$ cat src/rtl/booth_radix2_multiplier_assert.svh
// assertion macros for the booth multiplier top level
// expects clk_i and rst_ni in the scope of each use
`ifndef BOOTH_RADIX2_MULTIPLIER_ASSERT_SVH
`define BOOTH_RADIX2_MULTIPLIER_ASSERT_SVH

// condition holds at every clock edge out of reset
`define BR2M_ASSERT_ALWAYS(lbl, cond) \
  lbl: assert property (@(posedge clk_i) disable iff (!rst_ni) (cond)) \
    else $error("booth multiplier check failed");

// antecedent implies consequent in the same cycle
`define BR2M_ASSERT_IMPLY(lbl, ante, cons) \
  lbl: assert property (@(posedge clk_i) disable iff (!rst_ni) (ante) |-> (cons)) \
    else $error("booth multiplier check failed");

`endif

$ cat src/rtl/br2m_pkg.sv
// shared constants and types for the radix-2 booth multiplier
// no dependencies
`timescale 1ns / 1ps

package br2m_pkg;

  localparam int unsigned InBits    = 5;
  localparam int unsigned OutBits   = 9;
  localparam int unsigned WidthDflt = 5;

  // booth recoding of the pair {current bit, previous bit}
  typedef enum logic [1:0] {
    BoothHoldZero = 2'b00,
    BoothAdd      = 2'b01,
    BoothSub      = 2'b10,
    BoothHoldOne  = 2'b11
  } booth_op_e;

endpackage

$ cat src/rtl/br2m_step.sv
// one registered booth add/subtract and arithmetic shift step
// depends on br2m_pkg
`timescale 1ns / 1ps

module br2m_step
  import br2m_pkg::*;
#(
  parameter int unsigned WIDTH = WidthDflt
) (
  input  logic             clk_i,
  input  logic             rst_ni,
  input  logic             valid_i,
  input  logic [WIDTH-1:0] acc_i,
  input  logic [WIDTH-1:0] q_i,
  input  logic             prev_i,
  input  logic [WIDTH-1:0] mcand_i,
  output logic             valid_o,
  output logic [WIDTH-1:0] acc_o,
  output logic [WIDTH-1:0] q_o,
  output logic             prev_o,
  output logic [WIDTH-1:0] mcand_o
);

  logic             valid_q;
  logic [WIDTH-1:0] acc_d, acc_q;
  logic [WIDTH-1:0] q_d, q_q;
  logic             prev_q;
  logic [WIDTH-1:0] mcand_q;
  logic [WIDTH-1:0] sum;
  booth_op_e        op;

  always_comb begin
    op = booth_op_e'({q_i[0], prev_i});
    unique case (op)
      BoothSub:     sum = acc_i - mcand_i;
      BoothAdd:     sum = acc_i + mcand_i;
      BoothHoldZero,
      BoothHoldOne: sum = acc_i;
      default:      sum = acc_i;
    endcase
    // arithmetic right shift of the acc:q pair
    acc_d = {sum[WIDTH-1], sum[WIDTH-1:1]};
    q_d   = {sum[0], q_i[WIDTH-1:1]};
  end

  always_ff @(posedge clk_i or negedge rst_ni) begin
    if (!rst_ni) begin
      valid_q <= 1'b0;
    end else begin
      valid_q <= valid_i;
    end
  end

  always_ff @(posedge clk_i) begin
    acc_q   <= acc_d;
    q_q     <= q_d;
    prev_q  <= q_i[0];
    mcand_q <= mcand_i;
  end

  assign valid_o = valid_q;
  assign acc_o   = acc_q;
  assign q_o     = q_q;
  assign prev_o  = prev_q;
  assign mcand_o = mcand_q;

endmodule

$ cat src/rtl/booth_radix2_multiplier.sv
// Signed radix-2 booth multiplier, one booth step per pipeline stage.
// An item is taken in every cycle (busy stays low); its product appears
// on product_o with a one-cycle done_o strobe after passing through
// one operand register stage, then WIDTH step stages, each with its own
// WIDTH-bit adder. The receiver cannot stall, so results are never held
// back and must be captured in the strobe cycle.
// depends on br2m_pkg, br2m_step and booth_radix2_multiplier_assert.svh
`timescale 1ns / 1ps

`include "booth_radix2_multiplier_assert.svh"

module booth_radix2_multiplier
  import br2m_pkg::*;
#(
  parameter int unsigned WIDTH = WidthDflt
) (
  input  logic                      clk_i,
  input  logic                      rst_ni,
  input  logic                      start,
  output logic                      busy,
  input  logic signed [InBits-1:0]  multiplier_i,
  input  logic signed [InBits-1:0]  multiplicand_i,
  output logic                      done_o,
  output logic signed [OutBits-1:0] product_o
);

  localparam int unsigned ProdBits = 2 * WIDTH;
  localparam int unsigned Latency  = WIDTH + 1;

  logic [WIDTH-1:0] mplier_ext, mcand_ext;
  logic             in_valid_q;
  logic [WIDTH-1:0] q_in_q, mcand_in_q;

  logic             valid_s [WIDTH+1];
  logic [WIDTH-1:0] acc_s   [WIDTH+1];
  logic [WIDTH-1:0] q_s     [WIDTH+1];
  logic             prev_s  [WIDTH+1];
  logic [WIDTH-1:0] mcand_s [WIDTH+1];

  logic [ProdBits-1:0] prod_full;

  assign busy = 1'b0;

  // fit operands to the datapath width
  if (WIDTH > InBits) begin : g_ext
    assign mplier_ext = {{(WIDTH-InBits){multiplier_i[InBits-1]}}, multiplier_i};
    assign mcand_ext  = {{(WIDTH-InBits){multiplicand_i[InBits-1]}}, multiplicand_i};
  end else begin : g_cut
    assign mplier_ext = multiplier_i[WIDTH-1:0];
    assign mcand_ext  = multiplicand_i[WIDTH-1:0];
  end

  always_ff @(posedge clk_i or negedge rst_ni) begin
    if (!rst_ni) begin
      in_valid_q <= 1'b0;
    end else begin
      in_valid_q <= start && !busy;
    end
  end

  always_ff @(posedge clk_i) begin
    q_in_q     <= mplier_ext;
    mcand_in_q <= mcand_ext;
  end

  assign valid_s[0] = in_valid_q;
  assign acc_s[0]   = '0;
  assign q_s[0]     = q_in_q;
  assign prev_s[0]  = 1'b0;
  assign mcand_s[0] = mcand_in_q;

  for (genvar i = 0; i < WIDTH; i++) begin : g_step
    br2m_step #(
      .WIDTH(WIDTH)
    ) u_step (
      .clk_i  (clk_i),
      .rst_ni (rst_ni),
      .valid_i(valid_s[i]),
      .acc_i  (acc_s[i]),
      .q_i    (q_s[i]),
      .prev_i (prev_s[i]),
      .mcand_i(mcand_s[i]),
      .valid_o(valid_s[i+1]),
      .acc_o  (acc_s[i+1]),
      .q_o    (q_s[i+1]),
      .prev_o (prev_s[i+1]),
      .mcand_o(mcand_s[i+1])
    );
  end

  assign prod_full = {acc_s[WIDTH], q_s[WIDTH]};

  if (ProdBits > OutBits) begin : g_prod_cut
    assign product_o = prod_full[OutBits-1:0];
  end else if (ProdBits == OutBits) begin : g_prod_eq
    assign product_o = prod_full;
  end else begin : g_prod_pad
    assign product_o = {{(OutBits-ProdBits){1'b0}}, prod_full};
  end

  assign done_o = valid_s[WIDTH];

  // prev flop of the last stage is only carried for completeness of the step
  logic unused_prev;
  assign unused_prev = prev_s[WIDTH] ^ (|mcand_s[WIDTH]);

  `BR2M_ASSERT_ALWAYS(busy_never_a, !busy)
  `BR2M_ASSERT_IMPLY(done_follows_start_a, done_o, $past(start, Latency))
  `BR2M_ASSERT_IMPLY(zero_mcand_a, done_o && $past(multiplicand_i == '0, Latency),
                     product_o == '0)

endmodule

$ cat config.mk
export PLATFORM = sky130hd
export DESIGN_NAME = booth_radix2_multiplier
export DESIGN_NICKNAME = d
export VERILOG_FILES = /design/src/rtl/br2m_pkg.sv /design/src/rtl/br2m_step.sv /design/src/rtl/booth_radix2_multiplier.sv
export VERILOG_INCLUDE_DIRS = /design/src /design/src/rtl
export SDC_FILE = /design/constraint.sdc
export NUM_CORES = 1
export LEC_CHECK = 0
export BUFFER_PORTS_ARGS = -buffer_cell sky130_fd_sc_hd__buf_4
export CORE_MARGIN = 4
export CORE_UTILIZATION = 30
export DETAILED_ROUTE_END_ITERATION = 7
export HOLD_SLACK_MARGIN = 0.1
export SLEW_MARGIN = 25
export SYNTH_ARGS = -nofsm -noshare
export SYNTH_HDL_FRONTEND = slang
export SYNTH_SLANG_ARGS = --single-unit
export TNS_END_PERCENT = 100
$ cat constraint.sdc
create_clock -name clk_i -period 3.6 [get_ports clk_i]
set_input_delay 0.72 -clock clk_i [delete_from_list [all_inputs] [get_ports clk_i]]
set_output_delay 0.72 -clock clk_i [all_outputs]
set_load 0.03 [all_outputs]
==> results of run 1 <==
critical path, cell delays in order (launching register included):
cell and delay (ns):
sky130_fd_sc_hd__dfxtp_1 0.39, sky130_fd_sc_hd__inv_1 0.06, sky130_fd_sc_hd__ha_1 0.28, sky130_fd_sc_hd__mux2_2 0.29, sky130_fd_sc_hd__fa_1 0.44, sky130_fd_sc_hd__nand3_1 0.13
sky130_fd_sc_hd__and3b_1 0.16, sky130_fd_sc_hd__mux2i_1 0.07, sky130_fd_sc_hd__xnor2_1 0.13
cell usage in the layout, fill, tap and decap left out:
| cell | instances |
|---|---|
| sky130_fd_sc_hd__nor3_1 | 5 |
| sky130_fd_sc_hd__bufinv_16 | 1 |
| sky130_fd_sc_hd__and4bb_2 | 4 |
| sky130_fd_sc_hd__dfrtp_1 | 6 |
| sky130_fd_sc_hd__mux2_2 | 12 |
| sky130_fd_sc_hd__o21ai_0 | 8 |
| sky130_fd_sc_hd__conb_1 | 1 |
| sky130_fd_sc_hd__a211oi_2 | 4 |
| sky130_fd_sc_hd__xnor2_1 | 15 |
| sky130_fd_sc_hd__clkbuf_8 | 9 |
| sky130_fd_sc_hd__or3b_1 | 4 |
| sky130_fd_sc_hd__xor2_1 | 8 |
| sky130_fd_sc_hd__dfxtp_1 | 79 |
| sky130_fd_sc_hd__buf_4 | 22 |
| sky130_fd_sc_hd__nand3_1 | 8 |
| sky130_fd_sc_hd__nand2_1 | 12 |
| sky130_fd_sc_hd__inv_1 | 14 |
| sky130_fd_sc_hd__and2_1 | 9 |
| sky130_fd_sc_hd__and3b_1 | 4 |
| sky130_fd_sc_hd__ha_1 | 29 |
| sky130_fd_sc_hd__nor3b_1 | 1 |
| sky130_fd_sc_hd__clkinv_4 | 2 |
| sky130_fd_sc_hd__inv_6 | 3 |
| sky130_fd_sc_hd__fa_1 | 4 |
| sky130_fd_sc_hd__a21oi_1 | 12 |
| sky130_fd_sc_hd__clkinvlp_4 | 1 |
| sky130_fd_sc_hd__nor2_1 | 12 |
| sky130_fd_sc_hd__mux2i_1 | 4 |
cell usage after synthesis, drive strengths merged:
master | instances | area, um^2
and2 | 9 | 56.3
and3b | 4 | 35.0
a21oi | 12 | 60.1
clkbuf | 4 | 15.0
dfxtp | 79 | 1580
nor2 | 12 | 45.0
fa | 4 | 80.1
nor3b | 1 | 7.51
mux2i | 4 | 40.0
dfrtp | 6 | 150
mux2 | 12 | 135
inv | 14 | 52.6
conb | 1 | 3.75
buf | 5 | 37.5
nor3 | 5 | 25.0
ha | 29 | 363
and4bb | 4 | 50.1
nand2 | 12 | 45.0
xnor2 | 15 | 131
or3b | 4 | 35.0
a211oi | 4 | 50.1
nand3 | 8 | 40.0
xor2 | 8 | 70.1
o21ai | 8 | 40.0
final cells by class:
type,instances,share of cell area [%]
Sequential cell,85,47.6
Multi-Input combinational cell,156,36.1
Tap cell,136,4.68
Timing Repair Buffer,22,4.54
Clock buffer,9,3.41
Clock inverter,7,2.24
Inverter,14,1.44
worst min path at each step:
stage / slack, ns / from / cells after the start / to
after floorplan: 0.31 / q_in_q[1] / 0 / g_step[0].u_step.q_o[0]
after global placement: 0.31 / g_step[3].u_step.q_o[3] / 0 / g_step[4].u_step.q_o[2]
after detailed placement: 0.31 / g_step[3].u_step.q_o[4] / 0 / g_step[4].u_step.q_o[3]
after CTS: 0.12 / rst_ni / 1 / in_valid_q
after global routing: 0.11 / rst_ni / 1 / in_valid_q
final: 0.15 / rst_ni / 1 / in_valid_q
stage by stage:
stage	area [um^2]	hold WS, ns
finish	3640	0.151
detailed placement	3430	0.312
global route	3640	0.109
floorplan	3150	0.310
global placement	3430	0.312
CTS	3640	0.123
power by group through the flow:
stage                     clock, mW  sequential (mW)  combinational [mW]
after floorplan                   0             1.21               0.448
after global placement            0             1.20               0.588
after detailed placement          0             1.20               0.605
after CTS                     0.708             1.18               0.608
after global routing          0.743             1.20               0.672
final                         0.668             1.17               0.599
routing by layer:
| layer | vias up | share of wire, % |
|---|---|---|
| li1 | 928 | - |
| met5 | - | 0 |
| met2 | 29 | 54 |
| met3 | 8 | 5.1 |
| met4 | 0 | 1.3 |
| met1 | 824 | 39 |
cell families after synthesis:
logic type                 after synthesis  synth area share [%]
muxes                                   16                  5.56
buffers and inverters                   23                  3.34
other                                    1                 0.119
and+or+nand+nor                         59                  10.8
AOI/OAI and AO/OA                       24                  4.77
DFF                                     85                  55.0
xor gates and xnor gates                23                  6.40
adders and majority gates               33                  14.1
flip-flops by register name, summed over array words and instances (netlist names):
name / flops
g_step.u_step.mcand_o: 20
g_step.u_step.valid_o: 5
g_step.u_step.acc_o: 20
in_valid_q: 1
g_step.u_step.q_o: 25
g_step.u_step.prev_o: 4
mcand_in_q: 5
q_in_q: 5
==> run summary, run 1 <==
The hold violation total from the final report is 0. The CTS tree is built. Summed over all failing endpoints, the final setup total negative slack is 0 ns. The ratio of final minimum period to clock period came out at 57.3%. Summed over all nets, the half-perimeter wirelength after detailed placement is 3390 um. met2 is the most crowded layer. The number of nets in the final layout is 334.

The cell at the root of the clock tree is sky130_fd_sc_hd__clkbuf_8. Once the floorplan was initialized, standard cells occupied 30.6% of the core. The startpoint type of the worst setup path is a flop. The post-CTS setup buffer count is 0. The synthesized area divided by synthesized cell count came out at 11.9 um^2.

Setup repair after global routing left no endpoint under its margin. The synthesized area is 3150 um^2. The net switching fraction of the power came out at 29.7%. The clock network fraction of design power is 27.4%.

The maximum clock path buffer count is 2. The met2 layer usage reported by global route is 14.0%. The utilization of the core after routing is 35.4%.

The part of the power in combinational logic came out at 24.6%. The quantity of gates resized following cts came out at 0. Synthesis produced a netlist with a net count of 310. The worst setup path is of the flop to flop kind.

The most critical setup path has its endpoint at g_step[1].u_step.acc_o[3]. The switching power of the nets came out at 0.726 mW. Of the cells placed in the final design, the portion with a size suffix greater than 1 is between 10% and 20%. In this run the worst setup path begins at g_step[0].u_step.mcand_o[0]. The floorplan step defined a die boundary enclosing around 12000 um^2. The standard-cell row count is 37. The area of the multi-input gates came out at 1310 um^2. The number of antenna violations at the first check in global routing is 0.

The post-route DRC violation count is 0. The cell total after placement came out at around 410. 24 I/O pins were placed.

The critical path data required time is 3.84 ns. The clock latency of the later-clocked register in the worst-skew pair is approximately 0.35 ns. The internal reg-to-reg setup slack is 1.54 ns. The number of maximum-capacitance violations came out at 0. Synthesis produced a netlist whose cell count is 264. The cell count of the worst reg-to-reg path came out at 8. The area growth from synthesis to final layout is 15.5%. The met3 track demand over resource in global routing is 3.89%. Registers are responsible for 48.1% of the overall power.

Yosys printed 0 warnings. The number of hold-repair buffers added at the cts stage came out at 0. The fraction of the yosys area taken by sequential cells is 55.0%. Fill cells in the final layout number 1033. The number of input and output port buffers inserted came out at 22. The count of clock tree sinks is 85. Entering global routing, the biggest net connects 17 pins. The number of antenna diodes in the final layout is 0. The maximum vdd ir drop came out at about 0.00027 V. The routed via count came out at 1789. The shortest period the worst path allows came out at around 2.1 ns. The flow ran to the end, and the final reports show no timing, DRC or antenna violations.

After detailed routing, the average wire length per cell comes to a little over 10 um. The total grt overflow is 0. The worst-case setup slack after placement is ~1.5 ns. The die is 110 um wide. The final max-slew violation count was 0. The largest fanout on the critical path is 4.

The path class of the lowest-slack min-delay path is primary input to asynchronous set/reset pin. In this run, the number of DRC markers left after iteration 0 of detailed routing was 28. The final worst clock skew came out at 0.0139 ns. The final setup violation count came out at 0. The endpoint identified for the worst register-to-register timing path is g_step[1].u_step.acc_o[3].

The clock input transition at the sequential cells of the worst setup and hold paths came out at 0.09 ns. The number of global-route vias before repair was 1785. The pre-antenna-repair detailed-routing pass consisted of 4 iterations. The startpoint identified for the worst register-to-register timing path is g_step[0].u_step.mcand_o[0]. The total chip power came out at 2.44 mW. The y dimension of the die came out at 110 um. The number of clock buffers added by TritonCTS is 9. The sequential standard cell area is 1730 um^2. The final cell count without fillers came out at around 430.

The mean number of vias per cell came out at around 4.2. For met1 alone, demand over resource in global routing was 8.17%. The data arrival time of the worst path is about 2.3 ns.

The final antenna-violating net count is 0. The first-pass GRT wire length is 7800 um. The cell-internal power came out at 1.72 mW. The static leakage is 1.60 nW. After detailed routing, the total wire length is 4400 um. The core footprint came out at 10300 um^2. The register bit count reported by yosys came out at 85.

Power spread over the standard cell area amounts to 671 nW/um^2. Routability-driven placement finished with a final weighted congestion of 0.781. The kind of end point of the critical path is a flop.

The number of distinct library cells after synthesis came out at 24. Once routing completed, OpenROAD measured the worst setup slack at 1.54 ns. In this run the number of H-tree levels came out at 3.

The timing-limited maximum frequency is 485 MHz. Across every metal layer, demand over resource in global routing totals approximately 7.9%.
Power figures use the tool's default switching activity.
==> run 2, diff against run 1 <==
- clock period: 3.6 -> 1.7 ns (I/O delays scaled with it)
==> run 2 against run 1 <==
  * The flow now finishes with violations (negative setup slack)
  * Worst setup slack lost 1.7 ns
  * Largest cell class unchanged
  * Combinational power grew to 3.1 times the previous value
  * Clock power grew 110%
  * Fmax grew 12%
  * Die area is the same
  * Via count grew 11%
  * Global-route usage grew 1.1 points
  * Wire length grew 16%
  * Clock skew grew 0.0045 ns
  * Cell area grew 22%
  * Highest routed layer unchanged
==> run summary, run 2 (synthesized netlist as in run 1, its figures left out) <==
The post-DP HPWL came to 3630 um (was 3390 um). The area of the multi-input gates came out at 1680 um^2 (was 1310 um^2). The critical path startpoint is g_step[0].u_step.mcand_o[0] (unchanged). Commonest non-fill, non-tap cells in the layout: sky130_fd_sc_hd__dfxtp_1, sky130_fd_sc_hd__buf_4, sky130_fd_sc_hd__ha_1, sky130_fd_sc_hd__dlygate4sd3_1 (was sky130_fd_sc_hd__dfxtp_1, sky130_fd_sc_hd__ha_1, sky130_fd_sc_hd__buf_4, sky130_fd_sc_hd__xnor2_1, sky130_fd_sc_hd__inv_1). The power density relative to cell area is 1300 nW/um^2 (was 671 nW/um^2). The cell total after placement came out at 444 (was 413). The mean number of vias per cell is 4.15 (was 4.17).

The final antenna-violating net count is 0 (unchanged). The number of DRC markers after the initial detailed-route iteration came out at 24 (was 28). The setup total negative slack came to -0.595 ns (was 0 ns). The worst-case setup slack after placement came out at -0.176 ns (was 1.54 ns). The launch instance of the worst register-to-register path was g_step[0].u_step.mcand_o[0] (unchanged). The first-pass detailed-route iteration total came to 3 (was 4). The x dimension of the die came out at 110 um (unchanged). The total inserted antenna cells is 0 (unchanged). The H-tree level count was 3 (unchanged).

The largest fanout on the critical path is 2 (was 4). The CTS tree is built (unchanged). The maximum vdd ir drop came out at 0.000705 V (was 0.000270 V). The maximum clock path buffer count is 2 (unchanged). The final max-slew violation count is 0 (unchanged). The routed via count came out at 1987 (was 1789).

The number of antenna violations at the first check in global routing is 0 (unchanged). The standard-cell row count came out at 37 (unchanged). The final cell count without fillers was 479 (was 429). The area growth from synthesis to final layout is 41.4% (was 15.5%).

The checks that failed: negative setup slack. The count of fill cells added during filler insertion came out at 982 (was 1033). The post-route DRC violation count came out at 0 (unchanged). The total chip power came out at 5.78 mW (was 2.44 mW). The final worst clock skew came out at 0.0184 ns (was 0.0139 ns). The utilization of the core after routing came to 43.3% (was 35.4%).

The y dimension of the die is 110 um (unchanged). The number of maximum-capacitance violations came out at 0 (unchanged). The leading cell type in the layout, fill and taps excluded is sky130_fd_sc_hd__dfxtp_1 (unchanged).

The clock input transition at the sequential cells of the worst setup and hold paths came to 0.11 ns (was 0.09 ns). The global placer's final weighted congestion was 0.820 (was 0.781). The routed wire length per instance was 10.6 um (was 10.2 um).

The count of clock tree sinks was 85 (unchanged). The critical path class is flop to flop (unchanged). The startpoint type of the worst setup path is a flop (unchanged). The starting density of the core came out at 30.6% (unchanged). The internal reg-to-reg setup slack is -0.15 ns (was 1.54 ns). The data arrival time of the worst path came out at 2.10 ns (was 2.30 ns). The largest net degree at the start of global routing came out at 20 (was 17). The static leakage is 1.92 nW (was 1.60 nW). The kind of end point of the critical path is a flop (unchanged).

The path class of the lowest-slack min-delay path is primary input to asynchronous set/reset pin (unchanged). The number of nets in the final layout is 384 (was 334). The worst path setup slack after routing was -0.148 ns (was 1.54 ns).

The clock latency of the later-clocked register in the worst-skew pair is 0.36 ns (was 0.35 ns). The number of global-route vias before repair is 2162 (was 1785). The tightest hold margin came to 0.303 ns (was 0.151 ns). The placement-stage cell area is 3720 um^2 (was 3430 um^2).

The timing-limited maximum frequency came to 541 MHz (was 485 MHz). Setup repair after global routing missed its margin: yes (was no). The hold violation total from the final report is 0 (unchanged).

The cell at the root of the clock tree is sky130_fd_sc_hd__clkbuf_8 (unchanged). The shortest period the worst path allows is 1.85 ns (was 2.06 ns). The critical path data required time is 1.95 ns (was 3.84 ns). The TritonCTS buffer count came out at 9 (unchanged).

The total detailed-routing wirelength came to 5100 um (was 4400 um). The sequential standard cell area is 1750 um^2 (was 1730 um^2). The total global-route track usage is 9.03% (was 7.93%). The count of pins on the block boundary is 24 (unchanged). The ratio of cells with drive above 1 in the final layout is 48.7% (was 19.8%). The core footprint was 10300 um^2 (unchanged). The die area came out at 12200 um^2 (unchanged). The ratio of final minimum period to clock period came out at 109% (was 57.3%). The total grt overflow was 0 (unchanged). The number of flip-flops in the largest register is 25 (unchanged).

The total non-filler cell area in the finished layout is 4450 um^2 (was 3640 um^2). The first-pass GRT wire length came out at 9100 um (was 7800 um). Result of the run: finished, violations left (was finished, final reports clean). The final setup violation count is 9 (was 0). The number of input and output port buffers inserted was 22 (unchanged).
[run 2: changes by cell type in the layout (fill, tap and decap cells not counted), sizes merged]
cell	change
dlygate4sd3	+12
clkinv	-1
buf	+38
clkinvlp	-1
inv	+3
bufinv	-1
[run 2: report_power, final]
group,leakage (nW),switching (mW),internal (mW)
logic,1.07,0.845,1.04
registers,0.736,0.185,2.31
clock network,0.105,0.803,0.594
total,1.92,1.83,3.95
[run 2: area by class of cell]
| type | instances | area share [%] |
|---|---|---|
| well taps | 136 | 3.82 |
| flip-flops and latches | 85 | 39.3 |
| inverters | 14 | 1.24 |
| clock inverters | 7 | 1.77 |
| clock buffers | 9 | 2.78 |
| repair buffers | 72 | 13.3 |
| multi-input cells | 156 | 37.8 |
[run 2: worst max-delay path, stage by stage, from the launching register on]
cell                      delay (ns)
sky130_fd_sc_hd__dfxtp_2        0.35
sky130_fd_sc_hd__inv_2          0.05
sky130_fd_sc_hd__ha_4           0.22
sky130_fd_sc_hd__mux2_4         0.29
sky130_fd_sc_hd__fa_2           0.37
sky130_fd_sc_hd__nand3_2        0.09
sky130_fd_sc_hd__and3b_1        0.15
sky130_fd_sc_hd__mux2i_1        0.07
sky130_fd_sc_hd__xnor2_1        0.12
[run 2: final timing paths]
kind	endpoint	depth (start not counted)
hold / removal	g_step[0].u_step.valid_o	2
min in group clk_i	g_step[2].u_step.q_o[0]	0
max in group asynchronous	g_step[2].u_step.valid_o	2
setup reg to reg	g_step[1].u_step.acc_o[3]	8
setup / recovery	g_step[1].u_step.acc_o[3]	8
hold reg to reg	g_step[2].u_step.q_o[0]	0
[run 2: what timing repair did]
item,in CTS,in global routing
gates resized for setup,52,36
pin swaps,38,40
endpoints found under the setup margin,16,16
hold buffers,12,0
setup buffers,4,6
hold endpoints to repair,17,0
[run 2: layer usage]
layer	up-vias	share of wire [%]	GRT usage, %
li1	1024	-	-
met3	7	3.8	3.34
met5	-	0	0
met2	26	58	17.2
met4	0	1.4	3.04
met1	930	37	8.89
